File: src/design/assert_macros.svh
// ----------------------------------------------------------------------------
// assert_macros.svh
// Shared concurrent assertion macros for the status byte parser RTL.
// ----------------------------------------------------------------------------
`ifndef ASSERT_MACROS_SVH
`define ASSERT_MACROS_SVH

// Check that a condition holds at every clock edge out of reset.
`define SCB_ASSERT_ALWAYS(lbl, clk, rst_n, cond) \
    lbl: assert property (@(posedge clk) disable iff (!rst_n) (cond)) \
        else $error("assertion failed: invariant violated");

// Check that a condition implies another in the same cycle.
`define SCB_ASSERT_IMPLY(lbl, clk, rst_n, ante, cons) \
    lbl: assert property (@(posedge clk) disable iff (!rst_n) (ante) |-> (cons)) \
        else $error("assertion failed: implication violated");

`endif

File: src/design/scb_pkg.sv
// ----------------------------------------------------------------------------
// scb_pkg
// Types, codes and helpers shared by the status byte command parser.
// ----------------------------------------------------------------------------
package scb_pkg;

    // Number of addressable pressure systems (1 to 8, set by the 3-bit index)
    localparam int NUM_SYSTEMS = 8;

    localparam int BYTE_W  = 8;
    localparam int DATA_W  = 7;
    localparam int INDEX_W = 3;
    localparam int VALUE_W = 14;
    localparam int KIND_W  = 2;
    localparam int OUT_TDATA_W = 24;

    // Command codes as stored (low 3 bits of the 7-bit code)
    localparam logic [2:0] CODE_GOAL   = 3'd1;
    localparam logic [2:0] CODE_PWM    = 3'd6;
    localparam logic [2:0] CODE_ACTIVE = 3'd7;

    // Full 7-bit codes on the wire
    localparam logic [6:0] WIRE_GOAL   = 7'd1;
    localparam logic [6:0] WIRE_PWM    = 7'd6;
    localparam logic [6:0] WIRE_ACTIVE = 7'd7;

    localparam logic [1:0] LEN_NONE  = 2'd0;
    localparam logic [1:0] LEN_GOAL  = 2'd3;
    localparam logic [1:0] LEN_SHORT = 2'd2;

    typedef enum logic [KIND_W-1:0] {
        KIND_GOAL   = 2'd0,
        KIND_PWM    = 2'd1,
        KIND_ACTIVE = 2'd2
    } t_kind;

    typedef struct packed {
        t_kind                kind;
        logic [INDEX_W-1:0]   index;
        logic [VALUE_W-1:0]   value;
    } t_cmd;

    // Payload length selected by a command code
    function automatic logic [1:0] payload_length(input logic [DATA_W-1:0] code);
        logic [1:0] len;
        len = LEN_NONE;
        if (code == WIRE_GOAL) begin
            len = LEN_GOAL;
        end else if (code == WIRE_PWM || code == WIRE_ACTIVE) begin
            len = LEN_SHORT;
        end
        return len;
    endfunction

endpackage

File: src/design/status_byte_command_parser.sv
// ----------------------------------------------------------------------------
// status_byte_command_parser
// Frames a serial byte stream into decoded pressure-system commands.
// ----------------------------------------------------------------------------
// Usage:
//   Slave channel: one received byte per transfer on i_s_axis_tdata. Bytes
//   with bit 7 set start a command (goal pressure, pwm pressure, set active);
//   the following 7-bit bytes are its payload.
//   Master channel: one decoded command per transfer when the last payload
//   byte arrives and the system index is in range; tuser carries the kind,
//   tdata the index and value. Other bytes produce no transfer.
//   Path: the command of a completing byte passes the input register, then
//   the result register, and is offered on the master side from there; a
//   result still waiting can hold the byte in the input register.
//   Throughput: one byte per cycle while no completing byte waits for the
//   result register; the framer's decode between the registers is combinational.
//   Reset: framing returns to idle, both registers empty.
//   Stall: while a result waits, the input register still takes one byte;
//   bytes that produce no result keep flowing, a byte that completes a
//   command waits there until the result register frees up.
// ----------------------------------------------------------------------------
`include "assert_macros.svh"

module status_byte_command_parser (
    input  logic        i_clk,
    input  logic        i_rst_n,
    // slave: [7:0] rx_byte
    input  logic        i_s_axis_tvalid,
    output logic        o_s_axis_tready,
    input  logic [7:0]  i_s_axis_tdata,
    // master tdata: [2:0] system_index, [16:3] command_value, [23:17] zero
    output logic        o_m_axis_tvalid,
    input  logic        i_m_axis_tready,
    output logic [23:0] o_m_axis_tdata,
    // master tuser: [1:0] command_kind
    output logic [1:0]  o_m_axis_tuser
);
    import scb_pkg::*;

    logic               r_in_valid;
    logic [BYTE_W-1:0]  r_in_byte;

    logic   emit;
    logic   out_free;
    logic   advance;
    logic   load;
    t_cmd   dec_cmd;
    t_cmd   out_cmd;

    // Move the held byte on when its result has room or it has none
    assign out_free        = !o_m_axis_tvalid || i_m_axis_tready;
    assign advance         = r_in_valid && (out_free || !emit);
    assign load            = advance && emit;
    assign o_s_axis_tready = !r_in_valid || advance;

    // Input register
    always_ff @(posedge i_clk) begin
        if (!i_rst_n) begin
            r_in_valid <= 1'b0;
        end else if (o_s_axis_tready) begin
            r_in_valid <= i_s_axis_tvalid;
        end
    end

    always_ff @(posedge i_clk) begin
        if (o_s_axis_tready && i_s_axis_tvalid) begin
            r_in_byte <= i_s_axis_tdata;
        end
    end

    scb_framer u_framer (
        .i_clk     (i_clk),
        .i_rst_n   (i_rst_n),
        .i_advance (advance),
        .i_byte    (r_in_byte),
        .o_emit    (emit),
        .o_cmd     (dec_cmd)
    );

    scb_result_reg u_result (
        .i_clk   (i_clk),
        .i_rst_n (i_rst_n),
        .i_load  (load),
        .i_cmd   (dec_cmd),
        .i_ready (i_m_axis_tready),
        .o_valid (o_m_axis_tvalid),
        .o_cmd   (out_cmd)
    );

    // Pack result fields
    assign o_m_axis_tdata = {{(OUT_TDATA_W-INDEX_W-VALUE_W){1'b0}},
                             out_cmd.value, out_cmd.index};
    assign o_m_axis_tuser = out_cmd.kind;

    `SCB_ASSERT_IMPLY(a_load_needs_room, i_clk, i_rst_n, load,
        r_in_valid && (!o_m_axis_tvalid || i_m_axis_tready))

endmodule

File: src/design/scb_framer.sv
// ----------------------------------------------------------------------------
// scb_framer
// Framing state and command decode for one registered byte per cycle while i_advance is high.
// ----------------------------------------------------------------------------
`include "assert_macros.svh"

module scb_framer (
    input  logic                        i_clk,
    input  logic                        i_rst_n,
    input  logic                        i_advance,  // consume i_byte this cycle
    input  logic [scb_pkg::BYTE_W-1:0]  i_byte,
    output logic                        o_emit,     // i_byte completes a command with its index in range
    output scb_pkg::t_cmd               o_cmd
);
    import scb_pkg::*;

    logic                r_receiving;
    logic [2:0]          r_command_code;
    logic [1:0]          r_bytes_left;
    logic [1:0]          r_byte_index;
    logic [DATA_W-1:0]   r_payload0;
    logic [DATA_W-1:0]   r_payload1;

    logic [DATA_W-1:0]   data;
    logic [1:0]          len;
    logic                is_command;
    logic                last_byte;
    logic                index_ok;

    assign data       = i_byte[DATA_W-1:0];
    assign is_command = i_byte[BYTE_W-1];
    assign len        = payload_length(data);
    assign last_byte  = !is_command && r_receiving && (r_bytes_left == 2'd1);
    assign index_ok   = {1'b0, r_payload0} < (DATA_W+1)'(NUM_SYSTEMS);

    // Decode the command that the last payload byte completes
    always_comb begin
        o_cmd.index = r_payload0[INDEX_W-1:0];
        o_cmd.kind  = KIND_GOAL;
        o_cmd.value = '0;
        o_emit      = 1'b0;
        case (r_command_code)
            CODE_GOAL: begin
                o_cmd.kind  = KIND_GOAL;
                o_cmd.value = {r_payload1, data};
                o_emit      = last_byte && index_ok;
            end
            CODE_PWM: begin
                o_cmd.kind  = KIND_PWM;
                o_cmd.value = VALUE_W'(data);
                o_emit      = last_byte && index_ok;
            end
            CODE_ACTIVE: begin
                o_cmd.kind  = KIND_ACTIVE;
                o_cmd.value = VALUE_W'(data != '0);
                o_emit      = last_byte && index_ok;
            end
            default: begin
                o_emit = 1'b0;
            end
        endcase
    end

    // Advance framing state on each consumed byte
    always_ff @(posedge i_clk) begin
        if (!i_rst_n) begin
            r_receiving    <= 1'b0;
            r_command_code <= '0;
            r_bytes_left   <= '0;
            r_byte_index   <= '0;
        end else if (i_advance) begin
            if (is_command) begin
                r_command_code <= data[2:0];
                r_byte_index   <= '0;
                r_bytes_left   <= len;
                r_receiving    <= (len != LEN_NONE);
            end else if (r_receiving) begin
                r_byte_index <= r_byte_index + 2'd1;
                r_bytes_left <= r_bytes_left - 2'd1;
                if (r_bytes_left == 2'd1) begin
                    r_receiving <= 1'b0;
                end
            end
        end
    end

    // Store the first two payload bytes
    always_ff @(posedge i_clk) begin
        if (i_advance && !is_command && r_receiving) begin
            if (r_byte_index == 2'd0) begin
                r_payload0 <= data;
            end
            if (r_byte_index == 2'd1) begin
                r_payload1 <= data;
            end
        end
    end

    `SCB_ASSERT_ALWAYS(a_recv_matches_count, i_clk, i_rst_n,
        r_receiving == (r_bytes_left != 2'd0))
    `SCB_ASSERT_IMPLY(a_recv_known_code, i_clk, i_rst_n, r_receiving,
        r_command_code == CODE_GOAL || r_command_code == CODE_PWM || r_command_code == CODE_ACTIVE)

endmodule

File: src/design/scb_result_reg.sv
// ----------------------------------------------------------------------------
// scb_result_reg
// Result register that holds a decoded command until the receiver takes it.
// ----------------------------------------------------------------------------
module scb_result_reg (
    input  logic            i_clk,
    input  logic            i_rst_n,
    input  logic            i_load,
    input  scb_pkg::t_cmd   i_cmd,
    input  logic            i_ready,
    output logic            o_valid,
    output scb_pkg::t_cmd   o_cmd
);
    import scb_pkg::*;

    logic   r_valid;
    t_cmd   r_cmd;

    // Valid flag: set on load, clear on transfer
    always_ff @(posedge i_clk) begin
        if (!i_rst_n) begin
            r_valid <= 1'b0;
        end else if (i_load) begin
            r_valid <= 1'b1;
        end else if (i_ready) begin
            r_valid <= 1'b0;
        end
    end

    // Capture payload
    always_ff @(posedge i_clk) begin
        if (i_load) begin
            r_cmd <= i_cmd;
        end
    end

    assign o_valid = r_valid;
    assign o_cmd   = r_cmd;

endmodule

File: config.mk
export PLATFORM = sky130hd
export DESIGN_NAME = status_byte_command_parser
export DESIGN_NICKNAME = d
export VERILOG_FILES = /design/src/design/scb_pkg.sv /design/src/design/status_byte_command_parser.sv /design/src/design/scb_framer.sv /design/src/design/scb_result_reg.sv
export VERILOG_INCLUDE_DIRS = /design/src /design/src/design
export SDC_FILE = /design/constraint.sdc
export NUM_CORES = 1
export LEC_CHECK = 0
export BUFFER_PORTS_ARGS = -buffer_cell sky130_fd_sc_hd__clkbuf_2
export CAP_MARGIN = 20
export CORE_MARGIN = 5
export CORE_UTILIZATION = 25
export DETAILED_ROUTE_END_ITERATION = 7
export GPL_TIMING_DRIVEN = 0
export SETUP_SLACK_MARGIN = 0.4
export SYNTH_ARGS = -nofsm -noshare
export SYNTH_HDL_FRONTEND = slang
export SYNTH_SLANG_ARGS = --single-unit
File: constraint.sdc
create_clock -name i_clk -period 3.47 [get_ports i_clk]
set_clock_uncertainty 0.15 [all_clocks]
set_input_delay 0.347 -clock i_clk [delete_from_list [all_inputs] [get_ports i_clk]]
set_output_delay 0.347 -clock i_clk [all_outputs]
set_load 0.1 [all_outputs]
# After elaboration in Yosys (flattened, before gate mapping)
# Cells that the tools add are included.
totals:
  word_cells: 63
  reg_bits: 51
op_classes:
  reduce_logical: 26
  n_eq_ne: 8
  magnitude_cmp: 1
  addsub: 2
  muxes: 14
ops:
  columns: ["op", "n"]
  rows:
  - ["$pmux 14 s3", 1]
  - ["$eq 7x3->1 const B", 2]
  - ["$mux 2", 6]
  - ["$logic_and 1x1->1", 8]
  - ["$reduce_and 2->1", 4]
  - ["$eq 7x1->1 const B", 1]
  - ["$lt 7x4->1 const B", 1]
  - ["$reduce_bool 7->1", 1]
  - ["$eq 3x3->1 const B", 2]
  - ["$mux 1", 6]
  - ["$reduce_bool 2->1", 3]
  - ["$eq 2x1->1 const B", 2]
  - ["$logic_not 1->1", 4]
  - ["$logic_or 1x1->1", 4]
  - ["$pmux 2 s2", 1]
  - ["$eq 3x1->1 const B", 1]
  - ["$reduce_or 3->1", 1]
  - ["$add 2x1->2 const B", 1]
  - ["$logic_not 2->1", 1]
  - ["$sub 2x1->2 const B", 1]

# Logic depth before layout (Yosys ltp)
# Gate-level depths: netlist of the first run.
depth:
  depth_word: 11
  ltp_mapped: 6

# Hierarchy
# From an unflattened synthesis of the first run, not the netlist that was laid out.
hier_totals:
  hier_cells: 141
  area_unflattened_um2: 2063.2
by_module_without_submodules:
  columns: ["mod", "cells_per_inst", "area_per_inst_um2", "seq_area_each_um2", "n_inst"]
  rows:
  - ["scb_framer", 94, 1072.3, 580.6, 1]
  - ["scb_result_reg", 22, 611.8, 590.6, 1]
  - ["status_byte_command_parser", 25, 379.1, 260.2, 1]

# Least setup slack after synthesis of the first run
# No wires, ideal clock.
synth_path:
  kind: "register -> register"
  start: "register u_result.r_valid, in the netlist u_result.o_valid"
  end: "register r_in_byte[0] (enable)"
  setup_slack_ns: 0.340
  arrival_ns: 2.700
  path_stages_with_launch: 5
  required_time_ns: 3.041
  period_less_slack_ns: 3.130
  cell_sequence: "dfxtp_1 nand2b_1 a2111oi_4 nand2_1 and2_1"
synth_between:
  elab_chain_cells: 6
synth_lines:
  columns: ["element", "line", "source"]
  rows:
  - ["start: declaration", "scb_result_reg.sv:16", "logic r_valid;"]
  - ["start signal: assignment", "scb_result_reg.sv:22", "r_valid <= 1'b0;"]
  - ["start signal: assignment", "scb_result_reg.sv:24", "r_valid <= 1'b1;"]
  - ["start signal: assignment", "scb_result_reg.sv:26", "r_valid <= 1'b0;"]
  - ["$logic_not 1->1", "status_byte_command_parser.sv:51", "assign out_free = !o_m_axis_tvalid || i_m_axis_tready;"]
  - ["$logic_or 1x1->1", "status_byte_command_parser.sv:51", null]
  - ["$logic_or 1x1->1", "status_byte_command_parser.sv:52", "assign advance = r_in_valid && (out_free || !emit);"]
  - ["$logic_and 1x1->1", "status_byte_command_parser.sv:52", null]
  - ["$logic_or 1x1->1", "status_byte_command_parser.sv:54", "assign o_s_axis_tready = !r_in_valid || advance;"]
  - ["net o_s_axis_tready", "status_byte_command_parser.sv:29", "output logic o_s_axis_tready,"]
  - ["$logic_and 1x1->1", "status_byte_command_parser.sv:66", "if (o_s_axis_tready && i_s_axis_tvalid) begin"]
  - ["end signal: assignment", "status_byte_command_parser.sv:67", "r_in_byte <= i_s_axis_tdata;"]
  - ["end: declaration", "status_byte_command_parser.sv:41", "logic [BYTE_W-1:0] r_in_byte;"]
# The timed path passes the listed nets, and every way through them passes these cells.
# A chain may end at the register's enable or synchronous reset.

# Final worst setup path of the first run
layout_path:
  start: "register u_framer.r_bytes_left[0]"
  end: "output port o_s_axis_tready"
layout_between:
  elab_chain_cells: 8
layout_lines:
  columns: ["element", "line", "source"]
  rows:
  - ["start: declaration", "scb_framer.sv:19", "logic [1:0] r_bytes_left;"]
  - ["start signal: assignment", "scb_framer.sv:75", "r_bytes_left <= len;"]
  - ["start signal: assignment", "scb_framer.sv:79", "r_bytes_left <= r_bytes_left - 2'd1;"]
  - ["$eq 2x1->1", "scb_framer.sv:33", "assign last_byte = !is_command && r_receiving && (r_bytes_left == 2'd1);"]
  - ["$logic_and 1x1->1", "scb_framer.sv:33", null]
  - ["$logic_and 1x1->1", "scb_framer.sv:46, scb_framer.sv:51, scb_framer.sv:56", null]
  - ["$mux 1", null, null]
  - ["$logic_not 1->1", "status_byte_command_parser.sv:52", null]
  - ["$logic_or 1x1->1", "status_byte_command_parser.sv:52", null]
  - ["$logic_and 1x1->1", "status_byte_command_parser.sv:52", null]
  - ["$logic_or 1x1->1", "status_byte_command_parser.sv:54", null]
  - ["end: declaration", "status_byte_command_parser.sv:29", null]
# No other way between the ends.

==> results.json, run 1 <==
{
  "grt_pass1_vias": 1141,
  "top_layer": "met4",
  "critical_path.startpoint_type": "flip-flop",
  "synth_edf_count": 41,
  "fmax_ghz": 0.354,
  "cts-buffers-inserted": 5,
  "hold_path.class": "in -> reg",
  "num_io_pins": 40,
  "synth_ff_type": "edfxtp_1",
  "hpwl_mm": 2.50,
  "core_area_um2": 7810,
  "ctsHoldBuffers": 0,
  "m1WireLength_mm": 1.66,
  "rsz0062_at_grt": "no",
  "final.setup.worst_slack_ps": 645,
  "drc": 0,
  "yosysSeqAreaShare": 0.710,
  "cp-end-kind": "output port",
  "via_per_inst": 3.93,
  "status": "finished, final reports clean",
  "finalPower_w": 0.00111,
  "htree_levels": 2,
  "post_dp_cell_area_um2": 2330,
  "hold_viol": 0,
  "drv_cap": 0,
  "overflow": 0,
  "syn_inst": 141,
  "antenna_found_initial": 0,
  "fp.dieH_um": 99.8,
  "nets": 201,
  "tightest_slew_ps": 700,
  "netlist-cell-type-count": 33,
  "rrSetupSlack_ps": 960,
  "portBuffers": 32,
  "met2WireLength_mm": 1.40,
  "relSlewSlack": 0.533,
  "drive_gt1_frac": 0.283,
  "rr_endpoint": "u_result.o_cmd[16]",
  "yosys_warnings": 0,
  "fillerInstances": 776,
  "firstDrtPassIters": 4,
  "die_area_um2": 9960,
  "ir_worst_vdd_mv": 0.126,
  "wirelength_mm": 3.35,
  "cts_tree": "built",
  "num_rows": 32,
  "clockBufferDepth": 2,
  "power.leakage_nw": 0.901,
  "syn-cell-area_um2": 2020,
  "finalCritPeriodShare": 0.814,
  "crit_end": "o_s_axis_tready",
  "numClockSinks": 51,
  "synth_seq_cells": 51,
  "final-setup-viol-count": 0,
  "p_per_area_nw_per_um2": 459,
  "crit_fanout": 7,
  "grt_util_all_layers": 0.0731,
  "worst-endpoint-arrival_ps": 2330,
  "synth_async_sr_flop_share": 0,
  "period_minus_slack_ps": 2830,
  "num_vias": 1135,
  "grt_max_degree": 20,
  "n_antenna_cell": 0,
  "clk_pin_slew_ps": 90,
  "fin_util": 0.311,
  "grt_pass1_wl_mm": 5.64,
  "pre_cts_slack_ps": 873,
  "cts_root_buf": "clkbuf_8",
  "tns_ps": 0,
  "crit_type": "reg -> out",
  "maxSlewViolCount": 0,
  "final_area_um2": 2430,
  "wl_met3_um": 250,
  "crit_required_ps": 2970,
  "drtIter0Drc": 52,
  "synthToLayoutAreaGrowth_pct": 20.4,
  "postSynthAreaPerCell_um2": 14.3,
  "wire_per_inst_um": 11.6,
  "r2r_start": "u_framer.r_bytes_left[0]",
  "cp-startpoint": "u_framer.r_bytes_left[0]",
  "dieWidth_um": 99.8,
  "rr_worst_depth": 5,
  "place.gp.congestion": 0.758,
  "initial_core_util": 0.258,
  "clk-insertion-delay-late_ps": 310,
  "ant_nets": 0
}
## routing by layer
layer  up-vias  track usage
met4         0       0.0263
met3         5       0.0341
met2        31        0.106
li1        587            -
met1       512       0.0953
met5         -            0
## cells in the final DEF, fill, tap and decap left out, types with 2 or more instances in the layout
| cell type | instances |
|---|---|
| nand3_1 | 4 |
| nand2_1 | 13 |
| dfxtp_1 | 9 |
| and2_1 | 17 |
| nor2b_1 | 2 |
| edfxtp_1 | 41 |
| clkbuf_1 | 3 |
| nand2b_1 | 2 |
| a21oi_1 | 4 |
| nor3b_1 | 2 |
| nor2_1 | 2 |
| conb_1 | 7 |
| o21ai_0 | 5 |
| clkbuf_2 | 31 |
| buf_4 | 7 |
| clkbuf_8 | 6 |
| a21boi_0 | 4 |
| o22ai_1 | 2 |
| inv_1 | 4 |
| ha_1 | 3 |
## flip-flops by register name (all words and copies together) (netlist names)
| signal | count |
|---|---|
| r_in_valid | 1 |
| u_result.o_cmd | 19 |
| u_framer.r_payload0 | 7 |
| r_in_byte | 8 |
| u_framer.r_payload1 | 7 |
| u_framer.r_command_code | 3 |
| u_framer.r_receiving | 1 |
| u_framer.r_byte_index | 2 |
| u_result.o_valid | 1 |
| u_framer.r_bytes_left | 2 |
## cells by family after synthesis
family                     share of synthesized area
AOI/OAI and AO/OA                             0.0795
adders and majority gates                     0.0186
buffers and inverters                         0.0391
DFF                                            0.710
muxes                                        0.00497
other                                        0.00186
and+or+nand+nor                                0.146
## synthesized netlist by cell type (2+ instances only)
library cell	number	area share
a21boi_0	4	0.015
edfxtp_1	41	0.61
nand2b_1	2	0.0062
ha_1	3	0.019
nand2_1	13	0.024
a21oi_1	4	0.0099
o22ai_1	2	0.0062
clkbuf_1	3	0.0056
inv_1	4	0.0074
buf_4	7	0.026
nor3b_1	2	0.0074
dfxtp_1	10	0.099
and2_1	17	0.053
nor2b_1	2	0.0062
nand3_1	4	0.0099
nor2_1	2	0.0037
o21ai_0	5	0.012
## through the flow
step                instances  hold slack, ps
global route              289            47.6
floorplan                 147             250
CTS                       289            45.8
finish                    289            58.7
global placement          281             257
detailed placement        281             262
## power by group
group          total [W]  switching (W)  internal [W]  leakage [nW]
registers       0.000682      0.0000127      0.000670         0.477
logic          0.0000749      0.0000534     0.0000215         0.377
clock network   0.000357       0.000194      0.000163        0.0474
## layout make-up
type / count / area, um2 / area share
clock inverter: 2 / 16.3 / 0.00670
sequential: 51 / 1430 / 0.591
buffer: 10 / 63.8 / 0.0263
clock buffer: 6 / 82.6 / 0.0340
multi-input combinational: 82 / 528 / 0.218
tap: 102 / 128 / 0.0526
timing repair buffer: 32 / 160 / 0.0660
inverter: 4 / 15.0 / 0.00619
## worst min path at each step
stage,slack [ps],to,startpoint,depth (start not counted)
after global placement,260,u_result.o_cmd[16],u_framer.r_payload0[2],0
after floorplan,250,u_result.o_cmd[14],u_framer.r_payload0[0],0
after detailed placement,260,u_result.o_cmd[15],u_framer.r_payload0[1],0
after CTS,50,r_in_byte[1],i_s_axis_tdata[1],1
final,60,r_in_byte[1],i_s_axis_tdata[1],1
after global routing,50,r_in_byte[2],i_s_axis_tdata[2],1
## critical path, cell delays in order, from the launching register on
cell,delay [ps]
dfxtp_1,370
ha_1,190
or4b_4,500
a2111oi_4,510
nand2_1,130
buf_2,320
## timing repair
action | in CTS | in global routing
buffers inserted | 0 | 0
setup endpoints to repair | 0 | 1
resized for setup | 0 | 1
(Power assumes the default switching activity.)
==> run 2: changes to the inputs <==
clock period = 2.9 ns   (was 3.47 ns; I/O delays follow)
==> run 2 against run 1 <==
Clock power increased by 19%. Via count increased by 3.3%. Critical endpoint unchanged. Sequential share of layout area decreased by 2.6 points. Sequential cell count unchanged. Worst setup slack got worse by 220 ps. Core utilization increased by 1.5 points.
==> results.json, run 2 (same netlist as run 1, synthesis figures left out) <==
{
  "share_comb_of_total_power": 0.072,
  "numClockSinks": 51,
  "drv_cap": 0,
  "seq_area_um2": 1440,
  "final-setup-viol-count": 0,
  "grt_pass1_wl_mm": 5.67,
  "grt_max_degree": 20,
  "drive_gt1_frac": 0.320,
  "via_per_inst": 3.96,
  "p_sw_w": 0.000327,
  "cts_root_buf": "clkbuf_8",
  "htree_levels": 2,
  "fin_cells": 296,
  "tightest_slew_ps": 745,
  "crit_family": "simple AND/OR/NAND/NOR gates",
  "p_int_w": 0.00101,
  "n_antenna_cell": 0,
  "worst-endpoint-arrival_ps": 2030,
  "critical_path.startpoint_type": "flip-flop",
  "hpwl_mm": 2.45,
  "cpPeakStageDelay_ps": 540,
  "ir_worst_vdd_mv": 0.184,
  "overflow": 0,
  "status": "finished, final reports clean",
  "final_common_cell": "edfxtp_1",
  "nets": 208,
  "finalCritPeriodShare": 0.852,
  "wire_per_inst_um": 11.4,
  "num_vias": 1172,
  "dieWidth_um": 99.8,
  "place.gp.congestion": 0.766,
  "portBuffers": 32,
  "p_seq_frac": 0.610,
  "initial_core_util": 0.258,
  "rsz0062_at_grt": "yes",
  "drtIter0Drc": 45,
  "fp.dieH_um": 99.8,
  "path_cells": "or3b_2, a2111oi_4, nand2_4, clkbuf_16",
  "relSlewSlack": 0.502,
  "crit_fanout": 4,
  "cts-buffers-inserted": 5,
  "maxSlewViolCount": 0,
  "crit_required_ps": 2460,
  "cts_tree": "built",
  "hold_path.class": "in -> reg",
  "slowest_stage": "or3b_2",
  "p_clk_frac": 0.317,
  "path_buf_inv": 1,
  "multi_input_area_um2": 551,
  "post-place-cells": 281,
  "p_sw_frac": 0.244,
  "tns_ps": 0,
  "hold_viol": 0,
  "crit_type": "reg -> out",
  "cp-end-kind": "output port",
  "core_area_um2": 7810,
  "period_minus_slack_ps": 2470,
  "grt_pass1_vias": 1146,
  "num_rows": 32,
  "fmax_ghz": 0.405,
  "antenna_found_initial": 0,
  "ant_nets": 0,
  "grt_util_all_layers": 0.0732,
  "firstDrtPassIters": 4,
  "num_io_pins": 40,
  "clockBufferDepth": 2,
  "die_area_um2": 9960,
  "drc": 0,
  "mostFrequentLayoutCells": "edfxtp_1, clkbuf_2, and2_1",
  "wirelength_mm": 3.36,
  "synthToLayoutAreaGrowth_pct": 26.1,
  "fillerInstances": 794,
  "clk_pin_slew_ps": 100,
  "power.leakage_nw": 0.953,
  "largest_register_ffs": 19,
  "p_per_area_nw_per_um2": 527,
  "clk-insertion-delay-late_ps": 310
}
run 2: changes by cell type in the layout (fill, tap and decap cells not counted), moves of 2 or more:
cell,before,now
dlygate4sd3_1,0,6
and2_2,0,2
dfxtp_2,1,3
inv_1,4,2
dfxtp_1,9,7
and2_1,17,15
run 2: per-layer routing:
layer  GRT usage  vias up  wire, um
li1            -      597         -
met1      0.0917      534      1580
met2       0.110       34      1440
met3      0.0313        7       270
met4      0.0315        0        63
met5           0        -         0
run 2: metrics by stage:
step | cell area [um2] | utilization | setup WS, ps | hold slack, ps | total power (W)
after floorplan | 2050 | - | 412 | 239 | 0.000901
final | 2540 | 0.325 | 428 | 9.97 | 0.00134
after detailed placement | 2330 | 0.299 | 409 | 255 | 0.000923
after CTS | 2490 | 0.320 | 397 | 0.846 | 0.00134
after global placement | 2330 | 0.299 | 434 | 256 | 0.000921
after global routing | 2540 | 0.325 | 349 | 5.75 | 0.00140
run 2: power groups by stage:
| stage | clock network [W] | logic (W) | registers, W |
|---|---|---|---|
| 2_1_floorplan | 0 | 0.0000746 | 0.000827 |
| 6_report | 0.000425 | 0.0000967 | 0.000818 |
| 3_5_place_dp | 0 | 0.0000895 | 0.000834 |
| 3_3_place_gp | 0 | 0.0000886 | 0.000833 |
| 4_1_cts | 0.000434 | 0.0000926 | 0.000818 |
| 5_1_grt | 0.000472 | 0.000105 | 0.000820 |
run 2: worst paths after layout:
check	slack (ps)	cells after the start	start	to
worst max register to register	500	5	r_in_byte[7]	u_framer.r_payload1[4]
worst min-delay path	10	1	i_s_axis_tdata[3]	r_in_byte[3]
worst min register to register	280	0	u_framer.r_payload0[2]	u_result.o_cmd[16]
worst max-delay path	430	4	r_in_byte[7]	o_s_axis_tready
run 2: timing repair:
action                     CTS  global route
buffers inserted             1             0
pin swaps                    1             1
hold buffers                 2             4
cloned                       0             0
hold endpoints to repair     2             4
gates resized for setup      8             3
setup endpoints to repair   20            34
run 2: area by class of cell:
| type | count | area share |
|---|---|---|
| Sequential cell | 51 | 0.565 |
| Multi-Input combinational cell | 82 | 0.217 |
| Timing Repair Buffer | 39 | 0.0975 |
| Tap cell | 102 | 0.0502 |
| Clock buffer | 5 | 0.0271 |
| Buffer | 10 | 0.0251 |
| Clock inverter | 3 | 0.0113 |
| Inverter | 4 | 0.00739 |
==> run 3: changes to the inputs <==
PLACE_DENSITY_LB_ADDON = 0.2   (was unset)
SYNTH_HIERARCHICAL = 1   (was unset)
==> run 3 against run 2 <==
Combinational power decreased by 2.4%. Cell area decreased by 0.44%. Critical path type is now reg -> reg. First-iteration DRC count decreased by 16%. Count of clock-buffer cells in the layout increased by 1. Largest power group unchanged. Sequential share of layout area increased by 0.10 points. Clock power decreased by 7.8%. Non-clock buffer count unchanged. Worst setup slack improved by 170 ps.
==> results.json, run 3 <==
{
  "p_seq_frac": 0.627,
  "synth_top_area_frac": 0.597,
  "cpPeakStageDelay_ps": 390,
  "htree_levels": 2,
  "cts-buffers-inserted": 5,
  "yosys.area.top_type": "edfxtp_1",
  "slowest_stage": "and2_1",
  "syn-cell-area_um2": 2060,
  "tightest_slew_ps": 546,
  "num_vias": 1156,
  "crit_required_ps": 2700,
  "yosysSeqAreaShare": 0.694,
  "path_cells": "nor3b_4, a21o_2, and4_1, a21boi_0, and3b_1, and2_1",
  "netlist-cell-type-count": 34,
  "largest_register_ffs": 19,
  "share_comb_of_total_power": 0.072,
  "nets": 206,
  "ant_nets": 0,
  "final_area_um2": 2530,
  "wire_per_inst_um": 12.2,
  "dieWidth_um": 101,
  "grt_pass1_vias": 1085,
  "worst-endpoint-arrival_ps": 2110,
  "n_antenna_cell": 0,
  "synthTopCellsByCount": "edfxtp_1, and2_1, buf_4, dfxtp_1, nand2_1",
  "ir_worst_vdd_mv": 0.252,
  "post-place-cells": 285,
  "clk_pin_slew_ps": 90,
  "hpwl_mm": 2.62,
  "overflow": 0,
  "hold_viol": 0,
  "num_io_pins": 40,
  "synth_async_sr_flop_share": 0,
  "p_per_area_nw_per_um2": 516,
  "final-setup-viol-count": 0,
  "grt_max_degree": 18,
  "power.leakage_nw": 0.944,
  "synthToLayoutAreaGrowth_pct": 22.6,
  "fp.dieH_um": 101,
  "fin_util": 0.311,
  "critical_path.startpoint_type": "flip-flop",
  "num_rows": 33,
  "drc": 0,
  "synth_area_leaders": "edfxtp_1, dfxtp_1, buf_4, and2_1, and2_2",
  "synth_seq_cells": 51,
  "crit_fanout": 7,
  "synth_edf_count": 41,
  "grt_pass1_wl_mm": 5.62,
  "antenna_found_initial": 0,
  "p_sw_frac": 0.234,
  "mostFrequentLayoutCells": "edfxtp_1, clkbuf_2, buf_4",
  "hold_path.class": "in -> reg",
  "drtIter0Drc": 38,
  "relSlewSlack": 0.638,
  "finalCritPeriodShare": 0.794,
  "fmax_ghz": 0.434,
  "grt_util_all_layers": 0.0724,
  "cts_tree": "built",
  "cts_root_buf": "clkbuf_8",
  "yosysMostFrequentCell": "edfxtp_1",
  "final_common_cell": "edfxtp_1",
  "portBuffers": 32,
  "wirelength_mm": 3.61,
  "place.gp.congestion": 0.725,
  "initial_core_util": 0.254,
  "die_area_um2": 10200,
  "maxSlewViolCount": 0,
  "p_int_w": 0.00100,
  "p_sw_w": 0.000305,
  "path_buf_inv": 0,
  "post_dp_cell_area_um2": 2410,
  "crit_family": "simple AND/OR/NAND/NOR gates",
  "clockBufferDepth": 2,
  "postSynthAreaPerCell_um2": 14.6,
  "drv_cap": 0,
  "core_area_um2": 8130,
  "cp-end-kind": "flip-flop",
  "finalPower_w": 0.00131,
  "period_minus_slack_ps": 2300,
  "syn_inst": 141,
  "fin_cells": 297,
  "p_clk_frac": 0.300,
  "numClockSinks": 51,
  "rsz0062_at_grt": "no",
  "via_per_inst": 3.89,
  "synth_ff_type": "edfxtp_1",
  "crit_type": "reg -> reg",
  "clk-insertion-delay-late_ps": 290,
  "yosys_warnings": 6,
  "firstDrtPassIters": 4,
  "drive_gt1_frac": 0.359,
  "status": "finished, final reports clean"
}
run 3: metrics by stage:
stage	TNS, ps	setup WS (ps)	hold WS (ps)
2_1_floorplan	0	418	239
3_3_place_gp	-7810	-398	319
3_5_place_dp	0	557	319
4_1_cts	0	443	8.29
5_1_grt	0	467	3.29
6_report	0	597	21.6
run 3: worst paths after layout:
check	from	end	slack, ps	cells after the start
worst min-delay path	i_s_axis_tdata[3]	r_in_byte[3]	20	1
worst max-delay path	u_framer/r_command_code[0]	u_framer/r_payload1[5]	600	6
worst min register to register	u_framer/r_byte_index[0]	u_framer/r_byte_index[0]	340	2
worst max register to register	u_framer/r_command_code[0]	u_framer/r_payload1[5]	600	6
run 3: what timing repair did:
action,4_1_cts,5_1_grt
resized for setup,1,0
buffers inserted,0,2
hold buffers,0,2
endpoints found under the setup margin,1,1
endpoints found under the hold margin,0,2
run 3: area by class of cell:
class | count | area, um2
clock inverters | 2 | 12.5
inverters | 5 | 18.8
repair buffers | 37 | 225
well taps | 105 | 131
multi-input cells | 79 | 553
fillers | 831 | 5600
clock buffers | 6 | 72.6
flip-flops and latches | 51 | 1430
plain buffers | 12 | 85.1
run 3: power groups by stage:
stage	logic [W]	clock network, W	registers, W
3_3_place_gp	0.0000910	0	0.000836
5_1_grt	0.000101	0.000438	0.000822
4_1_cts	0.0000911	0.000408	0.000820
3_5_place_dp	0.0000909	0	0.000837
2_1_floorplan	0.0000745	0	0.000830
6_report	0.0000944	0.000392	0.000819
run 3: kinds of logic (layout without fill, tap and decap cells):
logic type	after synthesis	count (layout)	share of synthesized area
adders and majority gates	3	3	0.0182
AOI/OAI and AO/OA	23	23	0.0813
other	1	7	0.00182
DFF	51	51	0.694
buffers and inverters	17	62	0.0503
and+or+nand+nor	46	46	0.155
run 3: layer usage:
metal	track usage	up-vias	wire [um]
li1	-	587	-
met1	0.100	534	1760
met2	0.109	33	1630
met3	0.0180	2	195
met4	0.0280	0	28
met5	0	-	0
run 3: worst reg2reg max path, stage by stage (launching register included):
cell and delay [ps]:
dfxtp_1 360, nor3b_4 180, a21o_2 210, and4_1 230, a21boi_0 200, and3b_1 250
and2_1 390
